<file path="config.mk">
export PLATFORM = sky130hd
export DESIGN_NAME = tcpid_merge
export DESIGN_NICKNAME = d
export VERILOG_FILES = /design/src/hw/rtl/tcpid_pkg.sv /design/src/hw/rtl/tcpid_merge.sv
export SDC_FILE = /design/constraint.sdc
export NUM_CORES = 1
export LEC_CHECK = 0
export BUFFER_PORTS_ARGS = -buffer_cell sky130_fd_sc_hd__clkbuf_2
export CAP_MARGIN = 20
export CORE_AREA = 2 2 143 145
export DETAILED_ROUTE_END_ITERATION = 8
export DIE_AREA = 0 0 145 147
export PLACE_DENSITY = 0.84
export SKIP_CTS_REPAIR_TIMING = 1
export SYNTH_ARGS = -nofsm -noshare
export SYNTH_HDL_FRONTEND = slang
export SYNTH_SLANG_ARGS = --single-unit
</file>
<file path="constraint.sdc">
create_clock -name i_clk -period 4.2 [get_ports i_clk]
set_input_delay 0.42 -clock i_clk [delete_from_list [all_inputs] [get_ports i_clk]]
set_output_delay 0.42 -clock i_clk [all_outputs]
set_load 0.005 [all_outputs]
</file>
<file path="src/hw/rtl/tcpid_pkg.sv">
package tcpid_pkg;

    // Datapath sizing
    localparam int CHANNELS           = 3;
    localparam int ERROR_WIDTH        = 16;
    localparam int GAIN_FRACTION_BITS = 8;

    localparam int GAIN_W  = 16;
    localparam int POWER_W = 16;
    localparam int INTEG_W = 32;
    localparam int DRIVE_W = 24;

    // Product of a gain and an error
    localparam int PROD_W  = ERROR_WIDTH + GAIN_W;
    // Error difference and its product
    localparam int DIFF_W  = ERROR_WIDTH + 1;
    localparam int DPROD_W = DIFF_W + GAIN_W;
    // Integrator clamp arithmetic
    localparam int BOUND_W = ((POWER_W + GAIN_FRACTION_BITS) > PROD_W ?
                              (POWER_W + GAIN_FRACTION_BITS) : PROD_W) + 1;
    localparam int ACC_W   = (INTEG_W > PROD_W ? INTEG_W : PROD_W) + 1;
    localparam int CLAMP_W = (BOUND_W > ACC_W ? BOUND_W : ACC_W) + 1;
    // Final sum of the three terms
    localparam int SUM_W   = ((INTEG_W > PROD_W ? INTEG_W : PROD_W) > DPROD_W ?
                              (INTEG_W > PROD_W ? INTEG_W : PROD_W) : DPROD_W) + 2;

    localparam logic signed [INTEG_W-1:0] INTEG_MAX = {1'b0, {(INTEG_W-1){1'b1}}};
    localparam logic signed [INTEG_W-1:0] INTEG_MIN = {1'b1, {(INTEG_W-1){1'b0}}};
    localparam logic signed [DRIVE_W-1:0] DRIVE_MAX = {1'b0, {(DRIVE_W-1){1'b1}}};
    localparam logic signed [DRIVE_W-1:0] DRIVE_MIN = {1'b1, {(DRIVE_W-1){1'b0}}};

    // Configuration register map
    localparam int REG_IDX_W = 3;
    localparam int CFG_DATA_W = 16;

    typedef enum logic [REG_IDX_W-1:0] {
        REG_ENABLE    = 3'd0,
        REG_GAIN_P    = 3'd1,
        REG_GAIN_I    = 3'd2,
        REG_GAIN_D    = 3'd3,
        REG_POWER_MAX = 3'd4,
        REG_POWER_MIN = 3'd5
    } t_reg_idx;

    typedef struct packed {
        logic                      enable;
        logic [GAIN_W-1:0]         gain_p;
        logic [GAIN_W-1:0]         gain_i;
        logic [GAIN_W-1:0]         gain_d;
        logic signed [POWER_W-1:0] power_max;
        logic signed [POWER_W-1:0] power_min;
    } t_cfg;

    // Terms handed from a lane to the merge stage
    typedef struct packed {
        logic signed [PROD_W-1:0]  p;
        logic signed [INTEG_W-1:0] i;
        logic signed [DPROD_W-1:0] d;
    } t_terms;

    typedef struct packed {
        logic signed [ERROR_WIDTH-1:0] error_a;
        logic signed [ERROR_WIDTH-1:0] error_b;
        logic signed [ERROR_WIDTH-1:0] error_c;
    } t_in_beat;

    typedef struct packed {
        logic signed [DRIVE_W-1:0] drive_a;
        logic signed [DRIVE_W-1:0] drive_b;
        logic signed [DRIVE_W-1:0] drive_c;
    } t_out_beat;

endpackage

</file>
<file path="src/hw/rtl/tcpid_merge.sv">
module tcpid_merge (
    input  logic                 i_clk,
    input  logic                 i_load,
    input  tcpid_pkg::t_terms    i_terms [tcpid_pkg::CHANNELS],
    output tcpid_pkg::t_out_beat o_beat
);
    import tcpid_pkg::*;

    logic signed [DRIVE_W-1:0] r_drive [CHANNELS];
    logic signed [DRIVE_W-1:0] n_drive [CHANNELS];
    logic signed [SUM_W-1:0]   w_sum   [CHANNELS];
    logic signed [SUM_W-1:0]   w_shift [CHANNELS];

    // Add the terms of each lane, floor the fraction, saturate
    always_comb begin
        for (int c = 0; c < CHANNELS; c++) begin
            w_sum[c]   = SUM_W'(i_terms[c].p) + SUM_W'(i_terms[c].i)
                       + SUM_W'(i_terms[c].d);
            w_shift[c] = w_sum[c] >>> GAIN_FRACTION_BITS;
            if (w_shift[c] > SUM_W'(DRIVE_MAX)) begin
                n_drive[c] = DRIVE_MAX;
            end else if (w_shift[c] < SUM_W'(DRIVE_MIN)) begin
                n_drive[c] = DRIVE_MIN;
            end else begin
                n_drive[c] = DRIVE_W'(w_shift[c]);
            end
        end
    end

    always_ff @(posedge i_clk) begin
        if (i_load) begin
            r_drive <= n_drive;
        end
    end

    assign o_beat.drive_a = r_drive[0];
    assign o_beat.drive_b = r_drive[1];
    assign o_beat.drive_c = r_drive[2];

endmodule
</file>
Word level (Yosys, flattened, before mapping)
Index checks and enable logic that the tools add are counted.
{ "word_totals": {"regBits": 72, "input_bits": 293, "output_inout_bits": 72} }
{ "classes": {"addsub": 6, "n_lt_le_gt_ge": 6, "mux": 3} }
{ "ops": {"columns": ["operator", "count"], "rows": [
  ["$add 33x33->34", 3],
  ["$add 32x32->33", 3],
  ["$gt 26x24->1 const B", 3],
  ["$lt 26x24->1 const B", 3],
  ["$mux 24", 3]
]} }

Depth between registers and ports, before layout
{ "depth": {"ltp_word": 4, "mapped_depth": 15, "mapped_depth_nobuf": 14} }

Least setup slack after synthesis
OpenSTA, ideal clock, no wires.
{ "synth_path": {"path_kind": "input to register", "start": "in i_terms[3] in the netlist's numbering", "end": "reg r_drive, in the netlist o_beat[16] (data pin)", "setup_ps": 254, "t_arrival_ps": 3413, "t_required_ps": 3946, "setup_slack_ps": 533, "path_stages": 15, "path_cell_list": "inv_1 fa_1 inv_1 ha_1 a21o_1 a221oi_2 nor3_1 o31a_1 o31a_1 a21o_1 a21oi_2 xnor2_1 a21o_1 buf_6 a21o_1"} }
{ "synth_via": {"elab_chain_cells": 3, "word_cells_on_any_way": 4} }
{ "synth_rtl": {"columns": ["item", "line_no", "rtl"], "rows": [
  ["from (decl)", "tcpid_merge.sv:4", "input tcpid_pkg::t_terms i_terms [tcpid_pkg::CHANNELS],"],
  ["$add 33x33->34 *", "tcpid_merge.sv:18", "+ SUM_W'(i_terms[c].d);"],
  ["$lt 26x24->1", "tcpid_merge.sv:22", "end else if (w_shift[c] < SUM_W'(DRIVE_MIN)) begin"],
  ["$mux 24", "tcpid_merge.sv:22", null],
  ["to (signal assigned)", "tcpid_merge.sv:32", "r_drive <= n_drive;"],
  ["to (decl)", "tcpid_merge.sv:9", "logic signed [DRIVE_W-1:0] r_drive [CHANNELS];"]
]} }
Every way passes the cells marked *; elsewhere a longest branch is shown, timed or not.
A chain may end at the register's enable or synchronous reset.

Worst setup path after layout
{ "layout_path": {"start": "in i_terms[3] in the netlist's numbering", "end": "reg r_drive, in the netlist o_beat[5] (data pin)"} }
The elaborated chain is that of the path after synthesis.

==> results by group <==
Status
  • Outcome: completed

Clocking
  • CTS HTree Levels: 3
  • Clock transition at path regs: 0.06 ns
  • Root Driver: clkbuf_16
  • Num CTS Buffers: 9
  • Sink Count: 72
  • CTS tree: done
  • Clk buf depth: 2

Synthesis
  • Synthesized area: 0.00917 mm^2
  • Synth unique cells: 62
  • Post-synth net total: 1,415
  • Largest cells by area after synthesis: edfxtp_1, fa_1, ha_1
  • EDFF count, synth: 72
  • Cell accounting for the most synthesized area: edfxtp_1
  • Sequential area share after synthesis: 0.236
  • Yosys top cell area share: 0.236
  • YS warnings: 0
  • Synth Register Bits: 72
  • Dominant synthesized flop cell: edfxtp_1
  • Avg Cell Area, Syn: 9.85 um^2
  • FFs w/ async S/R, synth: 0
  • Syn Inst Count: 930

Final layout
  • Nets: 1,776
  • Fin area: 0.0116 mm^2
  • Share of layout cells above drive strength 1: 0.311
  • Commonest non-fill, non-tap cells in the layout: clkbuf_2, inv_1, fa_1, ha_1, o21ai_0
  • Area Growth Syn to Fin: 26.9%
  • Post-layout util: 0.586
  • Commonest non-fill, non-tap cell in the layout: clkbuf_2
  • Max FFs per register: 72
  • Final Instance Count excl. Fillers: 1,567
  • Fillcell total: 1,681

STA
  • Setup_tns: 0 ns
  • F_max: 255 MHz
  • RSZ-0062 raised after global routing: no
  • Crit path time final: 3.92 ns
  • Worst slew margin: 0.367
  • Slew Viols, Final: 0
  • Final Hold Viols: 0
  • Measured slew at the worst slew-check pin: 0.949 ns
  • Final setup viols: 0
  • Final period utilization: 0.933

Power
  • Leakage power: 5.98 nW
  • Post-layout power: 0.00523 W
  • Pwr/cell area: 450 mW/mm^2
  • Worst-case vdd ir drop: 0.239 mV

Drt
  • Vias per Instance: 5.30
  • Vias: 8,301
  • 1st-pass router iterations: 5
  • Drt wl/cell: 16.1 um
  • First DRT Iteration DRCs: 414
  • DRC Markers: 0
  • Total Wirelength: 25,200 um
  • Post-DRT Antenna Nets: 0

Flow run
  • Total of max-cap violations: 0

Place
  • IO Port Bufs: 364
  • Gpl congestion: 0.894
  • Placed instance area: 0.0113 mm^2
  • HPWL after detailed placement: 21,800 um
  • Placed Instances: 1,550

Global route
  • GRT Util Overall: 0.236
  • Vias in the first global route: 8,438
  • Initial antenna violation count: 1
  • GRT overflow: 0
  • Global-route wire length before repair: 40,500 um
  • Largest net degree at the start of global routing: 73

Die
  • Starting Density: 0.462
  • Number of cell rows: 52
  • Die H: 147 um
  • Die X-Extent: 145 um
  • Die area: 0.0213 mm^2
  • Ports: 365
  • CORE AREA: 0.0198 mm^2

Setup path
  • WP data arrival: 4.13 ns
  • Startpoint Class: primary input
  • CP max FO: 23
  • Critical Path RT: 4.41 ns
  • Crit end category: flip-flop
  • Setup CP Type: in -> reg

Worst hold path
  • Hold WC Path Type: in -> reg
-- worst max-delay path: stages --
cell and delay, ns:
clkbuf_2 0.08, inv_1 0.07, fa_1 0.54, inv_1 0.04
ha_1 0.29, a21o_1 0.19, a221oi_2 0.32, nor3_1 0.11
o31a_1 0.34, o31a_1 0.35, a21o_1 0.20, a21oi_2 0.14
xnor2_1 0.20, a21o_1 0.61, a21o_1 0.20
-- routing by layer --
layer	vias up	GRT usage	routed length, um
met4	0	0.103	843
li1	4015	-	-
met2	341	0.413	12400
met5	-	0	0
met1	3886	0.283	10200
met3	59	0.0478	1710
-- power by group --
group          internal (W)  total [W]  switching (W)
Combinational       0.00134    0.00299        0.00165
Sequential          0.00129    0.00140       0.000110
Clock              0.000523   0.000835       0.000312
Total               0.00316    0.00523        0.00208
-- synthesized netlist by cell type, types with 2 or more instances --
cell type and number:
inv_1 114, fa_1 96, ha_1 96, o21ai_0 81, a21o_1 76, a21oi_1 74
edfxtp_1 72, nand2_1 40, xor2_1 40, nor2_1 36, xnor2_1 35, nand3_1 16
clkbuf_1 12, nand4_1 12, and3_1 10, a31oi_1 8, a211oi_1 7, nand2b_1 7
nor2b_1 7, o21a_1 7, buf_2 6, nor3_1 6, a211o_1 4, or2_2 4
a21boi_0 3, a221o_1 3, a31o_2 3, and2_1 3, clkbuf_2 3, nor4b_1 3
o2111ai_1 3, o211ai_1 3, o31a_1 3, a21oi_2 2, a221oi_1 2, a41o_1 2
buf_6 2, o21ai_1 2, o31ai_1 2, or3_1 2, or4_1 2
-- cell type report --
type                            count  area [um^2]  area share
Clock inverter                      6         92.6     0.00796
Timing Repair Buffer              373         1920       0.165
Tap cell                          270          338      0.0290
Multi-Input combinational cell    721         6460       0.556
Clock buffer                       10          229      0.0197
Antenna cell                        1         2.50    0.000215
Sequential cell                    72         2160       0.186
Inverter                          114          428      0.0368
-- per-stage QoR --
step | hold WS [ns] | setup slack [ns]
3_3_place_gp | 0.822 | 0.0833
5_1_grt | 0.782 | 0.0708
3_5_place_dp | 0.826 | -0.0927
4_1_cts | 0.752 | 0.254
6_report | 0.727 | 0.283
2_1_floorplan | 0.532 | 0.533
-- cell families after synthesis --
kind of cell,after synthesis,share of synthesized area
simple gates,153,0.0827
buf+inv,137,0.0590
fa+ha+maj,192,0.341
xor+xnor,75,0.0717
mux,1,0.00123
flops,72,0.236
compound gates,300,0.209
-- final timing paths --
| check | start | end | slack (ns) | cells past startpoint |
|---|---|---|---|---|
| worst max-delay path | i_terms[3] | o_beat[5] | 0.28 | 15 |
| worst min-delay path | i_load | o_beat[41] | 0.73 | 1 |
Note: power is estimated with default switching activity, not from simulation.
