## src/hw/rtl/tcpid_pkg.sv

```systemverilog
package tcpid_pkg;

    // Datapath sizing
    localparam int CHANNELS           = 3;
    localparam int ERROR_WIDTH        = 16;
    localparam int GAIN_FRACTION_BITS = 8;

    localparam int GAIN_W  = 16;
    localparam int POWER_W = 16;
    localparam int INTEG_W = 32;
    localparam int DRIVE_W = 24;

    // Product of a gain and an error
    localparam int PROD_W  = ERROR_WIDTH + GAIN_W;
    // Error difference and its product
    localparam int DIFF_W  = ERROR_WIDTH + 1;
    localparam int DPROD_W = DIFF_W + GAIN_W;
    // Integrator clamp arithmetic
    localparam int BOUND_W = ((POWER_W + GAIN_FRACTION_BITS) > PROD_W ?
                              (POWER_W + GAIN_FRACTION_BITS) : PROD_W) + 1;
    localparam int ACC_W   = (INTEG_W > PROD_W ? INTEG_W : PROD_W) + 1;
    localparam int CLAMP_W = (BOUND_W > ACC_W ? BOUND_W : ACC_W) + 1;
    // Final sum of the three terms
    localparam int SUM_W   = ((INTEG_W > PROD_W ? INTEG_W : PROD_W) > DPROD_W ?
                              (INTEG_W > PROD_W ? INTEG_W : PROD_W) : DPROD_W) + 2;

    localparam logic signed [INTEG_W-1:0] INTEG_MAX = {1'b0, {(INTEG_W-1){1'b1}}};
    localparam logic signed [INTEG_W-1:0] INTEG_MIN = {1'b1, {(INTEG_W-1){1'b0}}};
    localparam logic signed [DRIVE_W-1:0] DRIVE_MAX = {1'b0, {(DRIVE_W-1){1'b1}}};
    localparam logic signed [DRIVE_W-1:0] DRIVE_MIN = {1'b1, {(DRIVE_W-1){1'b0}}};

    // Configuration register map
    localparam int REG_IDX_W = 3;
    localparam int CFG_DATA_W = 16;

    typedef enum logic [REG_IDX_W-1:0] {
        REG_ENABLE    = 3'd0,
        REG_GAIN_P    = 3'd1,
        REG_GAIN_I    = 3'd2,
        REG_GAIN_D    = 3'd3,
        REG_POWER_MAX = 3'd4,
        REG_POWER_MIN = 3'd5
    } t_reg_idx;

    typedef struct packed {
        logic                      enable;
        logic [GAIN_W-1:0]         gain_p;
        logic [GAIN_W-1:0]         gain_i;
        logic [GAIN_W-1:0]         gain_d;
        logic signed [POWER_W-1:0] power_max;
        logic signed [POWER_W-1:0] power_min;
    } t_cfg;

    // Terms handed from a lane to the merge stage
    typedef struct packed {
        logic signed [PROD_W-1:0]  p;
        logic signed [INTEG_W-1:0] i;
        logic signed [DPROD_W-1:0] d;
    } t_terms;

    typedef struct packed {
        logic signed [ERROR_WIDTH-1:0] error_a;
        logic signed [ERROR_WIDTH-1:0] error_b;
        logic signed [ERROR_WIDTH-1:0] error_c;
    } t_in_beat;

    typedef struct packed {
        logic signed [DRIVE_W-1:0] drive_a;
        logic signed [DRIVE_W-1:0] drive_b;
        logic signed [DRIVE_W-1:0] drive_c;
    } t_out_beat;

endpackage

```

## src/hw/rtl/tcpid_lane.sv

```systemverilog
module tcpid_lane (
    input  logic                                   i_clk,
    input  logic                                   i_rst_n,
    input  logic                                   i_load,
    input  tcpid_pkg::t_cfg                        i_cfg,
    input  logic signed [tcpid_pkg::ERROR_WIDTH-1:0] i_error,
    output tcpid_pkg::t_terms                      o_terms
);
    import tcpid_pkg::*;

    logic signed [ERROR_WIDTH-1:0] r_prev;
    logic signed [INTEG_W-1:0]     r_integ;
    t_terms                        r_terms;

    logic signed [PROD_W-1:0]  w_p;
    logic signed [PROD_W-1:0]  w_ip;
    logic signed [DIFF_W-1:0]  w_diff;
    logic signed [DPROD_W-1:0] w_dp;
    logic signed [CLAMP_W-1:0] w_hi;
    logic signed [CLAMP_W-1:0] w_lo;
    logic signed [CLAMP_W-1:0] w_acc;
    logic signed [CLAMP_W-1:0] w_clip;
    logic signed [INTEG_W-1:0] n_integ;
    logic                      w_integ_on;

    // Products of the gains with the error and its difference
    assign w_p    = PROD_W'($signed({1'b0, i_cfg.gain_p})) * PROD_W'(i_error);
    assign w_ip   = PROD_W'($signed({1'b0, i_cfg.gain_i})) * PROD_W'(i_error);
    assign w_diff = DIFF_W'(i_error) - DIFF_W'(r_prev);
    assign w_dp   = DPROD_W'($signed({1'b0, i_cfg.gain_d})) * DPROD_W'(w_diff);

    // Bounds on the integral that keep P + I inside the power limits
    assign w_hi  = (CLAMP_W'(i_cfg.power_max) <<< GAIN_FRACTION_BITS) - CLAMP_W'(w_p);
    assign w_lo  = (CLAMP_W'(i_cfg.power_min) <<< GAIN_FRACTION_BITS) - CLAMP_W'(w_p);
    assign w_acc = CLAMP_W'(r_integ) + CLAMP_W'(w_ip);

    assign w_integ_on = (i_cfg.gain_i != '0);

    // Clamp upper first, then lower, then to the integrator width
    always_comb begin
        w_clip = w_acc;
        if (w_clip > w_hi) begin
            w_clip = w_hi;
        end
        if (w_clip < w_lo) begin
            w_clip = w_lo;
        end
        if (w_clip > CLAMP_W'(INTEG_MAX)) begin
            w_clip = CLAMP_W'(INTEG_MAX);
        end
        if (w_clip < CLAMP_W'(INTEG_MIN)) begin
            w_clip = CLAMP_W'(INTEG_MIN);
        end
        n_integ = INTEG_W'(w_clip);
    end

    // Update the channel state on each accepted beat
    always_ff @(posedge i_clk) begin
        if (!i_rst_n) begin
            r_prev  <= '0;
            r_integ <= '0;
        end else if (i_load) begin
            if (!i_cfg.enable) begin
                r_prev  <= '0;
                r_integ <= '0;
            end else begin
                r_prev <= i_error;
                if (w_integ_on) begin
                    r_integ <= n_integ;
                end
            end
        end
    end

    // Hold the terms for the merge stage
    always_ff @(posedge i_clk) begin
        if (i_load) begin
            if (!i_cfg.enable) begin
                r_terms <= '0;
            end else begin
                r_terms.p <= w_p;
                r_terms.i <= w_integ_on ? n_integ : '0;
                r_terms.d <= w_dp;
            end
        end
    end

    assign o_terms = r_terms;

endmodule

```

## config.mk

```make
export PLATFORM = sky130hd
export DESIGN_NAME = tcpid_lane
export DESIGN_NICKNAME = d
export VERILOG_FILES = /design/src/hw/rtl/tcpid_pkg.sv /design/src/hw/rtl/tcpid_lane.sv
export SDC_FILE = /design/constraint.sdc
export NUM_CORES = 2
export LEC_CHECK = 0
export ABC_AREA = 1
export BUFFER_PORTS_ARGS = -buffer_cell sky130_fd_sc_hd__buf_2
export CORE_MARGIN = 2
export CORE_UTILIZATION = 45
export DETAILED_ROUTE_END_ITERATION = 10
export PLACE_DENSITY = 0.71
export RECOVER_POWER = 50
export SYNTH_ARGS = -nofsm -noshare
export SYNTH_HDL_FRONTEND = slang
export SYNTH_SLANG_ARGS = --single-unit
```

## constraint.sdc

```tcl
create_clock -name i_clk -period 33.4 [get_ports i_clk]
set_clock_uncertainty 0.2 [all_clocks]
set_input_delay 1.67 -clock i_clk [delete_from_list [all_inputs] [get_ports i_clk]]
set_output_delay 1.67 -clock i_clk [all_outputs]
set_load 0.05 [all_outputs]
```

**Yosys cells after proc, flatten, opt, wreduce, memory -nomap -nowiden**

Cells that the tools add are included.

- Register bits after elaboration: 145
- Output and inout bits: 97
- Logic and storage cells: 27

- Add/sub/neg operators: 4
- Multiply operators: 3
- $lt $le $gt $ge: 4
- Equal/unequal tests: 1
- Multiplexer cells: 7
- Reduce and logical (&&, ||, !) cells: 3

Operators by type and width:

| operator | number |
|---|---|
| $mux 34 | 3 |
| $mux 32 | 3 |
| $sub 24x32->33 | 2 |
| $mul 17x16->32 | 2 |
| $gt 34x32->1 const B | 1 |
| $lt 34x32->1 const B | 1 |
| $lt 34x33->1 | 1 |
| $add 32x32->33 | 1 |
| $gt 33x33->1 | 1 |
| $mul 17x17->33 | 1 |
| $sub 16x16->17 | 1 |
| $mux 16 | 1 |
| $reduce_bool 16->1 | 1 |
| $reduce_and 2->1 | 2 |
| $ne 2x1->1 const B | 1 |

**Logic depth before layout (Yosys ltp)**

- Word-level depth: 12
- Gate-level depth with buffers: 79

**Worst setup path before layout**

Ideal clock, no wire load.

- Path kind: input -> register
- Start: input i_cfg[54] (netlist name)
- End: register r_terms, in the netlist o_terms[33] (data pin)
- Arrival: 12654 ps
- Required time: 32936 ps
- Path slack: 20281 ps
- Stages: 69
- Path through: clkbuf_1 > clkbuf_1 > nand2_1 > fa_1 > inv_1 > fa_1 > ha_1 > fa_1 > inv_1 > fa_1 > fa_1 > inv_1 > ha_1 > a21oi_1 > o21ai_0 > o211ai_1 > nand2_1 > a21o_1 > [33 not listed] > nand2_1 > o21ai_0 > ha_1 > a21oi_1 > nor2_1 > a211oi_1 > o221ai_1 > nand2_1 > o211ai_1 > a31oi_1 > nand2_2 > nand2_2 > nand2_4 > nand2_1 > nand2_1 > nand2_4 > buf_2 > a21oi_2

- Longest elaborated chain between the ends: 10
- Elaborated cells on any way between the ends: 12
- Those cells by class: 1 x add/sub; 1 x mul; 4 x order compare; 4 x mux; 2 x reduce/logical

RTL lines:

| element | RTL line | source |
|---|---|---|
| start: declaration | tcpid_lane.sv:5 | `input tcpid_pkg::t_cfg i_cfg,` |
| $mul 17x16->32 | tcpid_lane.sv:28 | `assign w_ip = PROD_W'($signed({1'b0, i_cfg.gain_i})) * PROD_W'(i_error);` |
| $add 32x32->33 | tcpid_lane.sv:35 | `assign w_acc = CLAMP_W'(r_integ) + CLAMP_W'(w_ip);` |
| $gt 33x33->1 | tcpid_lane.sv:42 | `if (w_clip > w_hi) begin` |
| $mux 34 | tcpid_lane.sv:42 |  |
| $lt 34x33->1 | tcpid_lane.sv:45 | `if (w_clip < w_lo) begin` |
| $mux 34 | tcpid_lane.sv:45 |  |
| $gt 34x32->1 | tcpid_lane.sv:48 | `if (w_clip > CLAMP_W'(INTEG_MAX)) begin` |
| $mux 34 | tcpid_lane.sv:48 |  |
| $lt 34x32->1 | tcpid_lane.sv:51 | `if (w_clip < CLAMP_W'(INTEG_MIN)) begin` |
| $mux 32 | tcpid_lane.sv:51 |  |
| end: declaration | tcpid_lane.sv:13 | `t_terms r_terms;` |

Parallel ways exist; a longest one is shown, timed or not.
A chain may end at the register's enable or synchronous reset.

**Worst setup path after layout**

- Start: input i_error[2] (netlist name)
- End: register r_terms, in the netlist o_terms[39] (data pin)

- Longest elaborated chain between the ends: 10
- Elaborated cells on any way between the ends: 13
- Those cells by class: 3 x add/sub; 2 x mul; 4 x order compare; 4 x mux

RTL lines:

| element | RTL line | source |
|---|---|---|
| start: declaration | tcpid_lane.sv:6 | `input logic signed [tcpid_pkg::ERROR_WIDTH-1:0] i_error,` |
| $mul 17x16->32 (on tied branches) | tcpid_lane.sv:28, tcpid_lane.sv:27 |  |
| $add 32x32->33 or $sub 24x32->33 (tied branches) | tcpid_lane.sv:35, tcpid_lane.sv:33 |  |
| $gt 33x33->1 | tcpid_lane.sv:42 |  |
| $mux 34 | tcpid_lane.sv:42 |  |
| $lt 34x33->1 | tcpid_lane.sv:45 |  |
| $mux 34 * | tcpid_lane.sv:45 |  |
| $gt 34x32->1 | tcpid_lane.sv:48 |  |
| $mux 34 * | tcpid_lane.sv:48 |  |
| $lt 34x32->1 | tcpid_lane.sv:51 |  |
| $mux 32 * | tcpid_lane.sv:51 |  |

Mark *: on every way between the ends. The rest lies on a longest branch, timed or not.

==> out/results.ini <==
[yosys]
synth_enable_flop_cells = 97
syn_inst = 5144
post_synth_main_area_contributors = fa_1 31%, ha_1 16%, inv_1 12%
syn_area_mm2 = 0.0391
post-synth-top-area-fraction = 0.307
synthFlopType = edfxtp_1
syn_area_per_cell_um2 = 7.60
synth_seq_area_share = 0.0990
yosys.area.top_type = fa_1
synth_top_cells_by_count = 1,269 x inv_1, 1,248 x nand2_1, 599 x fa_1
synth.distinct_cells = 54
yosys.cell_count.top_type = inv_1
syn_nets = 6343
postSynthRegisterBits = 145
number_of_warnings_issued_by_yosys = 0
synth-async-reset-ratio = 0

[drt]
drtAntennaViolNets = 0
detail_route.wl_per_cell_um = 17.7
vias = 32700
drtPass1Iterations = 5
initialDrtViolationCount = 2198
drc_errors = 0
via_per_inst = 5.15
postRouteWirelength_um = 112000

[grt]
vias_in_the_first_global_route = 33500
globalRoute.totalOverflow = 0
grt_util_all_layers = 0.259
grt_max_degree = 87
grt_first_pass_wirelength_um = 181000
antenna_found_initial = 10

[placement]
routabilityCongestion = 0.977
postPlaceCellArea_mm2 = 0.0407
dpl.hpwl_um = 92300
port-buffer-count = 196

[cts]
clk_pin_slew_worst_paths_ns = 0.07
clock-root-buffer = clkbuf_16
htreeDepth = 4
cts_sinks = 145
ctsHoldBuffers = 0
cts.repair.resized = 0
numCtsBuffers = 17
clock_latency_ns = 0.50
cts_post_setup_buffers_inserted = 0
clock_path_buffers = 2
cts_tree = yes

[timing]
timing.max_slew.rel_slack = -1.84
rsz_0062_raised_after_global_routing = no
finalHoldViolCount = 0
tightestPinTransition_ns = 4.26
final_max_slew_viol_count = 200
maxClockFrequency_ghz = 0.0634
setup_violations = 0
fin_setup_tns_ns = 0
min_tclk_post_route_ns = 15.78
finalCritPeriodShare = 0.472

[critical_path]
critical_path.endpoint_type = register
cp.buffers_inverters = 7
critPathRequiredTime_ns = 33.53
rrSetupSlack_ns = 23.03
worst-setup-path-type = in -> reg
cpLargestDelayFamily = compound AO/OA/AOI/OAI gates
worst-path-max-fanout = 63
slowest_cell_on_crit_path = a21oi_4
reg2reg_to = o_terms[39]
rr_worst_depth = 49
timing.critical_path.arrival_ns = 15.91
critical_path.max_stage_delay_ns = 0.64
crit_path_start_kind = primary input
critical_path.reg2reg.startpoint = r_integ[0]
cell_mode_on_critical_path = nand2_1

[die]
placementRows = 108
width_of_the_chip_um = 299
design.portCount = 197
core_mm2 = 0.0865
floorplan.die_area_mm2 = 0.0893
die_y_um = 299
initial_utilization = 0.452

[finish]
fraction_of_layout_instances_using_a_drive_strength_above_1 = 0.0483
fillers = 8704
areaGrowthSynthToFinish_pct = 5.45
multi_input_comb_area_mm2 = 0.0296
nets = 6364
stdcell_area_mm2 = 0.0412
register_area_mm2 = 0.00387

[min_path]
timing.hold.worst_path_depth = 2
hold_path.startpoint = r_integ[24]
worstHoldPathType = reg -> reg
min_to = r_integ[24]

[run_status]
run_status = finished with violations
violated_checks = capacitance limit, slew limit

[flow_run]
timing.max_cap.violations = 3

[state kept, by name, summed over array words and instances, names as in the netlist]
signal / count
o_terms: 97
r_integ: 32
r_prev: 16
[routing by layer]
metal  GRT usage  vias to the layer above  part of all wire  routed length, µm
met1       0.327                    15900              0.40              45400
met4      0.0954                       12             0.038               4270
li1            -                    15500                 -                  -
met2       0.441                     1030              0.48              54400
met3      0.0494                      223             0.073               8150
met5           0                        -           0.00059                 66
[per-stage QoR]
step           setup WS, ns  cells   util  hold WS (ns)
2_1_floorplan         20.28   5144      -         0.250
3_3_place_gp          17.57   6301  0.471         0.262
3_5_place_dp          17.27   6301  0.471         0.261
4_1_cts               17.73   6333  0.478         0.272
5_1_grt               16.33   6335  0.477         0.299
6_report              17.62   6337  0.477         0.275
[tightest hold or removal path: stages (launching register included)]
cell and delay [ns]:
dfxtp_1 0.31, nand2_1 0.06, a21oi_1 0.06
[cell type report]
type,instances,area share
Multi-Input combinational cell,3517,0.717
Inverter,1282,0.117
Sequential cell,145,0.0939
Tap cell,1155,0.0350
Timing Repair Buffer,202,0.0218
Clock buffer,19,0.0110
Clock inverter,13,0.00422
Antenna cell,4,0.000243
[layout by cell type (no fill, tap or decap), types with 4 or more instances in the layout]
cell / instances
or2_2: 22
o21bai_1: 10
nor2_2: 8
a31oi_1: 22
buf_4: 5
o31ai_1: 9
nor4_1: 9
o21a_1: 10
nor2_1: 236
o221ai_1: 4
fa_1: 599
diode_2: 4
dfxtp_1: 48
nand4_1: 30
nand3_1: 127
o21ai_1: 31
clkbuf_1: 101
a211oi_1: 8
a21boi_0: 4
a21oi_1: 246
xnor2_1: 57
a21o_1: 7
ha_1: 500
nand2_2: 29
edfxtp_1: 97
nor3_1: 18
buf_2: 97
o21ai_0: 129
inv_2: 12
o211ai_1: 7
clkbuf_16: 18
and2_1: 4
inv_1: 1269
xor2_1: 82
nand2_1: 1248
a21oi_2: 30
nand3_2: 5
[kinds of logic (layout without fill, tap and decap cells)]
family	after synthesis	after routing	share of synthesized area
simple gates	1747	1747	0.181
buf+inv	1482	1516	0.145
flops	145	145	0.0990
xor+xnor	139	139	0.0311
compound gates	532	532	0.0771
fa+ha+maj	1099	1099	0.467
other cells	0	4	0
[worst max-delay path by stage]
| stage | start | endpoint | depth (start not counted) |
|---|---|---|---|
| final | i_error[2] | o_terms[39] | 65 |
| after global routing | i_error[2] | o_terms[39] | 65 |
| after CTS | i_error[2] | o_terms[39] | 69 |
| after detailed placement | i_error[2] | o_terms[39] | 69 |
| after global placement | i_error[2] | o_terms[39] | 58 |
| after floorplan | i_cfg[54] | o_terms[33] | 69 |
Power is left out: the tool's default activity adds up to more than one toggle a clock period on the data nets, which glitch-free logic cannot reach.
